## src/rtl/hcb_pkg.sv

```systemverilog
// Shared types and constants for the Huffman code builder.
`timescale 1ns / 1ps
`default_nettype none
package hcb_pkg;

   localparam int ALPHABET_DEF     = 256;
   localparam int COUNT_BITS_DEF   = 16;
   localparam int MAX_CODE_LEN_DEF = 23;

   localparam int SYMS      = 256;
   localparam int SYM_W     = 8;
   localparam int NODE_W    = 9;
   localparam int FUNC_W    = 2;
   localparam int STATUS_W  = 2;
   localparam int LEN_OUT_W = 5;
   localparam int VAL_OUT_W = 23;
   localparam int UNIQ_W    = 9;

   typedef enum logic [1:0] {
      FUNC_COUNT = 2'd0,
      FUNC_BUILD = 2'd1,
      FUNC_READ  = 2'd2,
      FUNC_NONE  = 2'd3
   } func_type;

   localparam logic [STATUS_W-1:0] ST_OK     = 2'd0;
   localparam logic [STATUS_W-1:0] ST_ABSENT = 2'd1;
   localparam logic [STATUS_W-1:0] ST_NOTREE = 2'd2;

   typedef enum logic [4:0] {
      OP_NONE, OP_ACCEPT, OP_HIST_RD, OP_CNT_UPD, OP_RD_RD, OP_RD_FIN,
      OP_FILL_INIT, OP_FILL, OP_FAIL, OP_HP_INIT, OP_HP_RD, OP_HP_LD, OP_HI_DEC,
      OP_SD_RD, OP_SD_CMP, OP_POP_RD, OP_POP_LD1, OP_POP_LD2, OP_PUSH_INIT,
      OP_PUSH_RD, OP_PUSH_CMP, OP_WALK_INIT, OP_WALK_ROOT, OP_WALK_RD,
      OP_WALK_A, OP_WALK_B, OP_FIN, OP_RESP
   } op_type;

   typedef enum logic [4:0] {
      S_IDLE, S_CNT_RD, S_CNT_UPD, S_RD_RD, S_RD_FIN, S_FILL_INIT, S_FILL,
      S_FAIL, S_HP_INIT, S_HP_RD, S_HP_LD, S_HI_DEC, S_SD_RD, S_SD_CMP,
      S_MERGE, S_POP_RD, S_POP_LD, S_PUSH_INIT, S_PUSH_RD, S_PUSH_CMP,
      S_WALK_INIT, S_WALK_ROOT, S_WALK_RD, S_WALK_A, S_WALK_B, S_FIN, S_RESP
   } state_type;

   typedef enum logic [1:0] {
      CTX_HEAPIFY,
      CTX_POP1,
      CTX_POP2
   } ctx_type;

   typedef struct packed {
      logic fill_done;
      logic heap_empty;
      logic hi_zero;
      logic sd_done;
      logic cnt_gt1;
      logic pos_zero;
      logic push_stop;
      logic walk_single;
      logic walk_last;
      logic rsp_busy;
   } dp_status_type;

endpackage
`default_nettype wire

```

## src/rtl/hcb_ctrl.sv

```systemverilog
// Sequencer for counting, tree build, code walk and code reads.
`timescale 1ns / 1ps
`default_nettype none
module hcb_ctrl (
   input  wire logic                  clock,
   input  wire logic                  reset,
   input  wire logic                  req_valid,
   input  wire logic [1:0]            req_func,
   output logic                       req_ready,
   output hcb_pkg::op_type            op,
   input  wire hcb_pkg::dp_status_type status
);

   hcb_pkg::state_type state_ff, state_in;
   hcb_pkg::ctx_type   ctx_ff, ctx_in;

   always_ff @(posedge clock) begin
      if (reset) begin
         state_ff <= hcb_pkg::S_IDLE;
         ctx_ff   <= hcb_pkg::CTX_HEAPIFY;
      end else begin
         state_ff <= state_in;
         ctx_ff   <= ctx_in;
      end
   end

   always_comb begin
      state_in  = state_ff;
      ctx_in    = ctx_ff;
      op        = hcb_pkg::OP_NONE;
      req_ready = 1'b0;
      case (state_ff)
         hcb_pkg::S_IDLE: begin
            req_ready = !status.rsp_busy;
            if (req_valid && !status.rsp_busy) begin
               op = hcb_pkg::OP_ACCEPT;
               case (req_func)
                  hcb_pkg::FUNC_COUNT: state_in = hcb_pkg::S_CNT_RD;
                  hcb_pkg::FUNC_BUILD: state_in = hcb_pkg::S_FILL_INIT;
                  hcb_pkg::FUNC_READ:  state_in = hcb_pkg::S_RD_RD;
                  default:             state_in = hcb_pkg::S_RESP;
               endcase
            end
         end
         hcb_pkg::S_CNT_RD: begin
            op = hcb_pkg::OP_HIST_RD;
            state_in = hcb_pkg::S_CNT_UPD;
         end
         hcb_pkg::S_CNT_UPD: begin
            op = hcb_pkg::OP_CNT_UPD;
            state_in = hcb_pkg::S_RESP;
         end
         hcb_pkg::S_RD_RD: begin
            op = hcb_pkg::OP_RD_RD;
            state_in = hcb_pkg::S_RD_FIN;
         end
         hcb_pkg::S_RD_FIN: begin
            op = hcb_pkg::OP_RD_FIN;
            state_in = hcb_pkg::S_RESP;
         end
         hcb_pkg::S_FILL_INIT: begin
            op = hcb_pkg::OP_FILL_INIT;
            state_in = hcb_pkg::S_FILL;
         end
         hcb_pkg::S_FILL: begin
            if (status.fill_done) begin
               state_in = status.heap_empty ? hcb_pkg::S_FAIL : hcb_pkg::S_HP_INIT;
            end else begin
               op = hcb_pkg::OP_FILL;
            end
         end
         hcb_pkg::S_FAIL: begin
            op = hcb_pkg::OP_FAIL;
            state_in = hcb_pkg::S_RESP;
         end
         hcb_pkg::S_HP_INIT: begin
            op = hcb_pkg::OP_HP_INIT;
            state_in = hcb_pkg::S_HP_RD;
         end
         hcb_pkg::S_HP_RD: begin
            op = hcb_pkg::OP_HP_RD;
            state_in = hcb_pkg::S_HP_LD;
         end
         hcb_pkg::S_HP_LD: begin
            op = hcb_pkg::OP_HP_LD;
            ctx_in = hcb_pkg::CTX_HEAPIFY;
            state_in = hcb_pkg::S_SD_RD;
         end
         hcb_pkg::S_HI_DEC: begin
            op = hcb_pkg::OP_HI_DEC;
            state_in = hcb_pkg::S_HP_RD;
         end
         hcb_pkg::S_SD_RD: begin
            op = hcb_pkg::OP_SD_RD;
            state_in = hcb_pkg::S_SD_CMP;
         end
         hcb_pkg::S_SD_CMP: begin
            op = hcb_pkg::OP_SD_CMP;
            if (!status.sd_done) begin
               state_in = hcb_pkg::S_SD_RD;
            end else begin
               case (ctx_ff)
                  hcb_pkg::CTX_HEAPIFY: begin
                     state_in = status.hi_zero ? hcb_pkg::S_MERGE : hcb_pkg::S_HI_DEC;
                  end
                  hcb_pkg::CTX_POP1: begin
                     ctx_in = hcb_pkg::CTX_POP2;
                     state_in = hcb_pkg::S_POP_RD;
                  end
                  default: state_in = hcb_pkg::S_PUSH_INIT;
               endcase
            end
         end
         hcb_pkg::S_MERGE: begin
            if (status.cnt_gt1) begin
               ctx_in = hcb_pkg::CTX_POP1;
               state_in = hcb_pkg::S_POP_RD;
            end else begin
               state_in = hcb_pkg::S_WALK_INIT;
            end
         end
         hcb_pkg::S_POP_RD: begin
            op = hcb_pkg::OP_POP_RD;
            state_in = hcb_pkg::S_POP_LD;
         end
         hcb_pkg::S_POP_LD: begin
            op = (ctx_ff == hcb_pkg::CTX_POP1) ? hcb_pkg::OP_POP_LD1 : hcb_pkg::OP_POP_LD2;
            state_in = hcb_pkg::S_SD_RD;
         end
         hcb_pkg::S_PUSH_INIT: begin
            op = hcb_pkg::OP_PUSH_INIT;
            state_in = hcb_pkg::S_PUSH_RD;
         end
         hcb_pkg::S_PUSH_RD: begin
            op = hcb_pkg::OP_PUSH_RD;
            state_in = status.pos_zero ? hcb_pkg::S_MERGE : hcb_pkg::S_PUSH_CMP;
         end
         hcb_pkg::S_PUSH_CMP: begin
            op = hcb_pkg::OP_PUSH_CMP;
            state_in = status.push_stop ? hcb_pkg::S_MERGE : hcb_pkg::S_PUSH_RD;
         end
         hcb_pkg::S_WALK_INIT: begin
            op = hcb_pkg::OP_WALK_INIT;
            state_in = hcb_pkg::S_WALK_ROOT;
         end
         hcb_pkg::S_WALK_ROOT: begin
            op = hcb_pkg::OP_WALK_ROOT;
            state_in = status.walk_single ? hcb_pkg::S_FIN : hcb_pkg::S_WALK_RD;
         end
         hcb_pkg::S_WALK_RD: begin
            op = hcb_pkg::OP_WALK_RD;
            state_in = hcb_pkg::S_WALK_A;
         end
         hcb_pkg::S_WALK_A: begin
            op = hcb_pkg::OP_WALK_A;
            state_in = hcb_pkg::S_WALK_B;
         end
         hcb_pkg::S_WALK_B: begin
            op = hcb_pkg::OP_WALK_B;
            state_in = status.walk_last ? hcb_pkg::S_FIN : hcb_pkg::S_WALK_RD;
         end
         hcb_pkg::S_FIN: begin
            op = hcb_pkg::OP_FIN;
            state_in = hcb_pkg::S_RESP;
         end
         hcb_pkg::S_RESP: begin
            op = hcb_pkg::OP_RESP;
            state_in = hcb_pkg::S_IDLE;
         end
         default: state_in = hcb_pkg::S_IDLE;
      endcase
   end

endmodule
`default_nettype wire

```

## config.mk

```make
export PLATFORM = sky130hd
export DESIGN_NAME = hcb_ctrl
export DESIGN_NICKNAME = d
export VERILOG_FILES = /design/src/rtl/hcb_pkg.sv /design/src/rtl/hcb_ctrl.sv
export SDC_FILE = /design/constraint.sdc
export NUM_CORES = 1
export LEC_CHECK = 0
export ABC_AREA = 1
export BUFFER_PORTS_ARGS = -buffer_cell sky130_fd_sc_hd__buf_2
export CAP_MARGIN = 15
export CORE_MARGIN = 10
export CORE_UTILIZATION = 48
export DETAILED_ROUTE_END_ITERATION = 8
export PLACE_DENSITY = 0.72
export SYNTH_ARGS = -nofsm -noshare
export SYNTH_HDL_FRONTEND = slang
export SYNTH_SLANG_ARGS = --single-unit
```

## constraint.sdc

```tcl
create_clock -name clock -period 1.3 [get_ports clock]
set_input_delay 0.195 -clock clock [delete_from_list [all_inputs] [get_ports clock]]
set_output_delay 0.195 -clock clock [all_outputs]
set_load 0.005 [all_outputs]
```

# After elaboration in Yosys (flattened, before gate mapping)
# Cells that the tools add are included.
# W data, S select, Z words.
[word_totals]
ff_bits = 7
latch_bits = 0
mem_bits_rw = 0
mem_bits_ro = 0
inputBits = 15
out_inout_bits = 6
word_cells = 69
n_memories = 0
[classes]
n_addsub = 0
n_mul = 0
n_div = 0
magnitude_cmp = 0
n_eq_ne = 34
shift = 0
mux = 22
bitwise_logic = 0
n_reduce_logical = 11
[op_table]
columns = ["operator", "count"]
rows = [
  ["$pmux W5 S26", 1],
  ["$pmux W5 S21", 1],
  ["$eq A5 B5 Y1 const B", 11],
  ["$eq A5 B4 Y1 const B", 8],
  ["$mux W5", 6],
  ["$eq A5 B3 Y1 const B", 4],
  ["$pmux W5 S3", 1],
  ["$mux W4", 3],
  ["$eq A5 B2 Y1 const B", 2],
  ["$ne A2 B2 Y1 const B", 5],
  ["$pmux W5 S2", 1],
  ["$mux W2", 3],
  ["$mux W3", 2],
  ["$pmux W2 S3", 1],
  ["$eq A5 B1 Y1 const B", 1],
  ["$logic_not A5 Y1", 1],
  ["$eq A2 B1 Y1 const B", 2],
  ["$logic_not A2 Y1", 2],
  ["$reduce_and A4 Y1", 1],
  ["$reduce_or A2 Y1", 2],
  ["$reduce_or A4 Y1", 1],
  ["$mux W1", 3],
  ["$reduce_bool A3 Y1", 1],
  ["$eq A2 B2 Y1 const B", 1],
  ["3 further kinds", 3],
]

# Longest topological paths before layout
# Gate-level depths: netlist of run 1.
[logic_depth]
ltp_word = 4
ltp_mapped = 12
ltp_nobuf = 11

# Least setup slack after synthesis of run 1
# No wires, ideal clock.
[synth_path]
path_type = "reg-to-output"
from = "reg state_ff[4]"
to = "out op[1]"
t_arrival_ns = 1.238
required_ns = 1.105
setup_slack_ns = -0.133
path_stages_with_launch = 9
path_buffers = 1
cell_sequence = "dfxtp_1 -> inv_2 -> buf_2 -> nand3_1 -> inv_1 -> nand2_1 -> nand3_1 -> nor4_1 -> nand4_1"
[synth_between]
elab_chain_cells = 2
word_cells_on_any_way = 27
classes_between = "eq/ne: 25; mux: 1; reduce/logical: 1"
[synth_lines]
columns = ["element", "line_no", "rtl"]
rows = [
  ["start, declared", "hcb_ctrl.sv:14", "hcb_pkg::state_type state_ff, state_in;"],
  ["start signal, assigned", "hcb_ctrl.sv:19", "state_ff <= hcb_pkg::S_IDLE;"],
  ["start signal, assigned", "hcb_ctrl.sv:22", "state_ff <= state_in;"],
  ["$eq A5 B5 Y1, or another cell as far along", "hcb_ctrl.sv:32", "case (state_ff)"],
  ["$pmux W5 S26 (*)", "hcb_ctrl.sv:32", ""],
  ["end, declared", "hcb_ctrl.sv:10", "output hcb_pkg::op_type op,"],
]
# Every way passes the cells marked *; elsewhere a longest branch is shown, timed or not.

# Final worst setup path of run 1
# Same ends and word-level chain as after synthesis.

==> results.md, run 1 <==
* Syn avg cell area at 5.045 um^2
* DRC viols at 0
* Routed len/inst at ~20 um
* Number of synthesized flops with an enable pin at 0
* Iter 0 DRT Violations at approximately 250
* Relative slew margins at 0.7087
* Synthesized area at 948.4 um^2
* Max Cap Viol at 0
* Clock latency on the worst-skew pair at 270 ps
* Core Util, Final at 0.9063
* CP endpoint kind: output pin
* Final Wtd Congestion at 1.060
* Rows at 16
* Setup TNS at -4945 ps
* Hold Vio Cnt, Final at 0
* Post-Layout Cell Count at 287
* Most common library cells after synthesis: nand2_1, nor2_1, nand3_1
* Slew Viols, Final at 0
* Most frequent cell after synthesis: nand2_1
* N_diodes at 0
* Final Skew at ~4.9 ps
* RSZ-0062 raised after global routing: yes
* Antenna violations before repair at 0
* Total number of vias at roughly 1,800
* Post-Synthesis Cells at between 150 and 200
* Tot Pwr at 3.248 mW
* Synth cell types at 23
* Detailed Place HPWL at roughly 3500 um
* DIE WIDTH at about 64 um
* Leakage at 0.8941 nW
* Largest net degree at the start of global routing at 8
* Layout cells sized above 1 at 0.4923
* Final WL at 5723 um
* Worst Path Max Fanout at 4
* Worst IR drop on VDD at 0.001534 V
* Placed insts at approximately 270
* Post-synth top area share at 0.1702
* Top cells by area, synth: nand2_1, nor2_1, dfxtp_1
* Top FF cell, synth: dfxtp_1
* Hold_ws at 168.8 ps
* R2r setup slk at -390 ps
* Synth-to-layout area growth at 83.64%
* Post-route design area at 0.001742 mm^2
* Hold Path Origin: reset
* Seq pwr share at 0.139
* CTS tree: yes
* CP required at roughly 1100 ps
* Die height at 64.45 um
* DRT Pass-1 Iters at 6
* First-pass GRT wire length at 8721 um
* Async SR Flop Fraction at 0
* Final setup margin at -569.6 ps
* Measured slew at the worst slew-check pin at 436.9 ps
* Yosys warns at 0
* Die ar. at 0.004154 mm^2
* # setup viols final at 13
* Crit start category: flip-flop
* Initial core utilization at 0.4935
* CTS hold repair buffers at 0
* FF-to-FF Start: state_ff[4]
* Vias in the first global route at 1,706
* CTS buffer count at 3
* Fin crit share at 1.438
* DP Area at 0.001399 mm^2
* Internal power at 1.554 mW
* Worst Setup Path Type: reg -> out
* H-tree depth at 1
* Clock Path Buffers at 2
* Nets@finish at 276
* Power Density at 1865 mW/mm^2
* Logic gate share of total power at 0.793
* Critical path data arrival time at 1670 ps
* Violated checks: setup timing
* CTS sink cnt at 7
* Peak Freq at 534.9 MHz
* Final min period at roughly 1900 ps
* Clk pin slew, worst setup/hold paths at 60 ps
* Clock network fraction of total power at 0.067
* Global Route Usage Sum at 0.2635
* Syn Nets at 203
* Number of port buffers at 20
* Sequential fraction of the synthesis area at 0.1478
* Min-Delay Path Depth at 2
* Root Driver: clkbuf_4
* # IOs at 21
* Synthesis-stage register bit count at 7
* FF-to-FF path depth at 10
* Vias/cell at 6.362
* WHS Endpoint: state_ff[1]
* Min-Delay Path Class: in -> reg
* Global route overflow at 0
* Core Area at 0.001922 mm^2
* Reg2reg end: state_ff[2]
* Post-route ant nets at 0
* Sw Share at 0.5217
* Sw Pwr at ~1.7 mW
* Dpl ws at -326.2 ps
* Synth area leader: nand2_1
* Status: finished, violations left
[sequential cells by signal, indices dropped and copies added (netlist names)]
register and count:
state_ff 5, ctx_ff 2
[power groups by stage]
stage	Combinational, mW	Clock, mW	Sequential (mW)
global route	2.68	0.239	0.458
global placement	1.78	0	0.379
CTS	2.15	0.211	0.434
detailed placement	1.82	0	0.386
floorplan	1.08	0	0.365
finish	2.58	0.219	0.453
[how the worst max path moves through the flow]
stage,from,to,slack (ps)
6_report,state_ff[4],op[1],-570
5_1_grt,state_ff[1],op[1],-600
4_1_cts,state_ff[0],op[2],-410
3_5_place_dp,state_ff[3],state_ff[0],-330
3_3_place_gp,state_ff[3],state_ff[0],-340
2_1_floorplan,state_ff[4],op[1],-4
[layout make-up]
| class | instances | area [um^2] |
|---|---|---|
| inverters | 26 | 112.6 |
| repair buffers | 70 | 501.7 |
| clock buffers | 4 | 26.28 |
| flip-flops and latches | 7 | 158.9 |
| multi-input cells | 153 | 908.4 |
| fillers | 86 | 180.2 |
| well taps | 27 | 33.78 |
[worst max-delay path, cell delays in order, from the launching register on]
cell	delay [ps]
dfxtp_4	430
nand3_4	130
buf_4	160
nor2_1	210
nor2_1	120
buf_4	160
nand4_1	80
buf_2	120
[cells by family (layout without fill, tap and decap cells)]
kind of cell / after synthesis / after routing / synth area share
AOI/OAI and AO/OA: 23 / 23 / 0.1425
and+or+nand+nor: 130 / 130 / 0.5963
buffers and inverters: 28 / 100 / 0.1135
DFF: 7 / 7 / 0.1478
[repair_timing]
item / CTS / global route
gates resized for setup: 43 / 11
pin swaps: 11 / 8
endpoints found under the setup margin: 13 / 13
buffers inserted: 11 / 6
[cell usage in the layout, fill, tap and decap left out, types with 3 or more instances in the layout]
cell type	n
buf_4	43
nand2_1	33
nor2_1	32
buf_2	20
nand3_1	18
inv_1	15
nand2_2	9
nor2_4	7
nor2_2	7
a21oi_1	7
buf_6	7
inv_2	6
nand4_1	6
nor3_1	5
dfxtp_4	5
o211ai_1	4
inv_4	3
nand3_4	3
nand3_2	3
o21ai_0	3
clkbuf_4	3
[metal layers]
metal / global-route usage / part of all wire / vias up
met1: 0.3026 / 0.32 / 771
li1: - / - / 774
met3: 0.06186 / 0.15 / 69
met5: 0 / 0 / -
met4: 0.1684 / 0.085 / 0
met2: 0.4286 / 0.44 / 212
Power figures use the tool's default switching activity.
==> inputs of run 2 (changes only) <==
Settings changed: CELL_PAD_IN_SITES_DETAIL_PLACEMENT set to 0, CELL_PAD_IN_SITES_GLOBAL_PLACEMENT set to 1, CORE_UTILIZATION 48 to 36, CTS_BUF_LIST set to sky130_fd_sc_hd__clkbuf_8, PLACE_DENSITY 0.72 to 0.79.
Clock period 1.3 ns to 1.8 ns, I/O delays scaled along.
==> results.md, run 2 (synthesis gave the netlist of run 1 again) <==
* Clock Path Buffers at 2 (unchanged)
* N_diodes at 0 (unchanged)
* Leakage at 0.7590 nW (-15%)
* Largest net degree at the start of global routing at 9 (+1)
* Antenna violations before repair at 0 (unchanged)
* Max Cap Viol at 0 (unchanged)
* Final WL at 4009 um (-30%)
* Synth-to-layout area growth at 51.19%
* Iter 0 DRT Violations at 182 (-28%)
* CTS tree: yes
* CP endpoint kind: output pin
* Relative slew margins at 0.7778 (+0.06912)
* Clk pin slew, worst setup/hold paths at 40 ps (-20 ps)
* # setup viols final at 2 (-11)
* Worst Setup Path Type: reg -> out
* Post-route design area at 0.001434 mm^2 (-18%)
* Largest register FFs at 5 (unchanged)
* Top reg by flops: state_ff
* DP Area at 0.001204 mm^2 (-14%)
* First-pass GRT wire length at 6313 um (-28%)
* Measured slew at the worst slew-check pin at 330.7 ps (-106.2 ps)
* Root Driver: clkbuf_8
* Slew Viols, Final at 0 (unchanged)
* Crit start category: flip-flop
* DRC viols at 0 (unchanged)
* Vias in the first global route at 1,427 (-16%)
* Total number of vias at 1,507 (-17%)
* Status: finished, violations left
* Routed len/inst at 15.13 um (-24%)
* Global Route Usage Sum at 0.1459 (-0.1176)
* Initial core utilization at 0.3794 (-0.1141)
* Most frequent cells in the layout: nor2_1, nand2_1, buf_4
* Final min period at 1813 ps
* Die ar. at 0.005087 mm^2 (+22%)
* Post-route ant nets at 0 (unchanged)
* Core Util, Final at 0.5736 (-0.3327)
* Global route overflow at 0 (unchanged)
* H-tree depth at 1 (unchanged)
* DRT Pass-1 Iters at 5 (-1)
* # IOs at 21 (unchanged)
* Worst IR drop on VDD at 0.0007361 V (-52%)
* Worst-path cell chain: nor2_2, buf_4, inv_1, o22ai_1, nor2_1, o221ai_1, buf_2
* Layout fillers at 258 (+200%)
* RSZ-0062 raised after global routing: yes
* Fin crit share at 1.007
* Final Wtd Congestion at 0.9598 (-9.5%)
* CTS buffer count at 3 (unchanged)
* Rows at 18 (+2)
* Core Area at 0.002500 mm^2 (+30%)
* Vias/cell at 5.687 (-11%)
* Detailed Place HPWL at 3111 um (-9.8%)
* Clock latency on the worst-skew pair at 230 ps (-40 ps)
* Worst Path Max Fanout at 8 (+4)
* CP required at 1530 ps (+420 ps)
* Critical Path Max Stage Delay at 370 ps (-60 ps)
* Min-Delay Path Class: in -> reg
* Final setup margin at -12.98 ps (+556.6 ps)
* CTS sink cnt at 7 (unchanged)
* Leading cell type in the layout, fill and taps excluded: nor2_1
* Critical path data arrival time at 1540 ps (-130 ps)
* Die height at 71.33 um (+11%)
* Peak Freq at roughly 550 MHz
* CTS hold repair buffers at 0 (unchanged)
* Worst path slowest cell: dfxtp_4
* Number of port buffers at 20 (unchanged)
* Top Registers: state_ff (5), ctx_ff (2)
* Violated checks: setup timing
* Layout cells sized above 1 at 0.3660 (-0.1264)
* Power Density at 1304 mW/mm^2 (-30%)
* Hold Vio Cnt, Final at 0 (unchanged)
* DIE WIDTH at 71.33 um (+11%)
* Nets@finish at 251 (-9.1%)
* Final Skew at 4.239 ps (-0.6438 ps)
run 2: cell types whose count changed in the layout (fill, tap and decap cells not counted), sizes merged:
cell    previous run  this run
inv               25        26
buf               70        45
clkbuf             4         3
run 2: routing by layer:
| layer | routed length, um | global-route usage | part of all wire |
|---|---|---|---|
| met5 | 0 | 0 | 0 |
| met4 | 179 | 0.07957 | 0.045 |
| met3 | 404 | 0.02617 | 0.10 |
| met2 | 1887 | 0.2451 | 0.47 |
| met1 | 1538 | 0.1699 | 0.38 |
run 2: critical path: cells and delay by family, from the launching register on:
family          cells  cell delay [ps]
compound gates      2              310
simple gates        2              270
buf+inv             3              360
flops               1              370
run 2: final timing paths:
check	start	end	slack [ps]	cells past startpoint
setup / recovery	state_ff[0]	op[4]	-10	7
hold / removal	reset	state_ff[0]	280	2
setup reg to reg	state_ff[3]	state_ff[4]	140	10
hold reg to reg	ctx_ff[0]	ctx_ff[0]	480	2
run 2: cell type report:
cell class | count | area [um^2] | share of cell area
multi-input cells | 153 | 800.8 | 0.5585
well taps | 30 | 37.54 | 0.02618
inverters | 26 | 100.1 | 0.06981
clock inverters | 1 | 3.754 | 0.002618
clock buffers | 3 | 41.29 | 0.02880
repair buffers | 45 | 291.5 | 0.2033
flip-flops and latches | 7 | 158.9 | 0.1108
run 2: power breakdown:
part / switching, mW / internal, mW
clock network: 0.0646 / 0.147
logic: 0.776 / 0.590
registers: 0.0768 / 0.216
run 2: through the flow:
stage	hold slack [ps]	cells	setup TNS [ps]	power, mW	worst slack, ps
2_1_floorplan	339.1	188	0	0.9141	292.3
3_3_place_gp	466.3	253	0	1.406	21.99
3_5_place_dp	474.9	253	0	1.386	40.40
4_1_cts	283.4	261	-20.47	1.708	-10.07
5_1_grt	295.0	265	-413.3	2.029	-135.9
6_report	282.2	265	-22.90	1.870	-12.98
run 2: repair_timing:
| item | 4_1_cts | 5_1_grt |
|---|---|---|
| endpoints found under the setup margin | 5 | 5 |
| setup buffers | 4 | 4 |
| pin swaps | 2 | 4 |
| gates resized for setup | 24 | 19 |
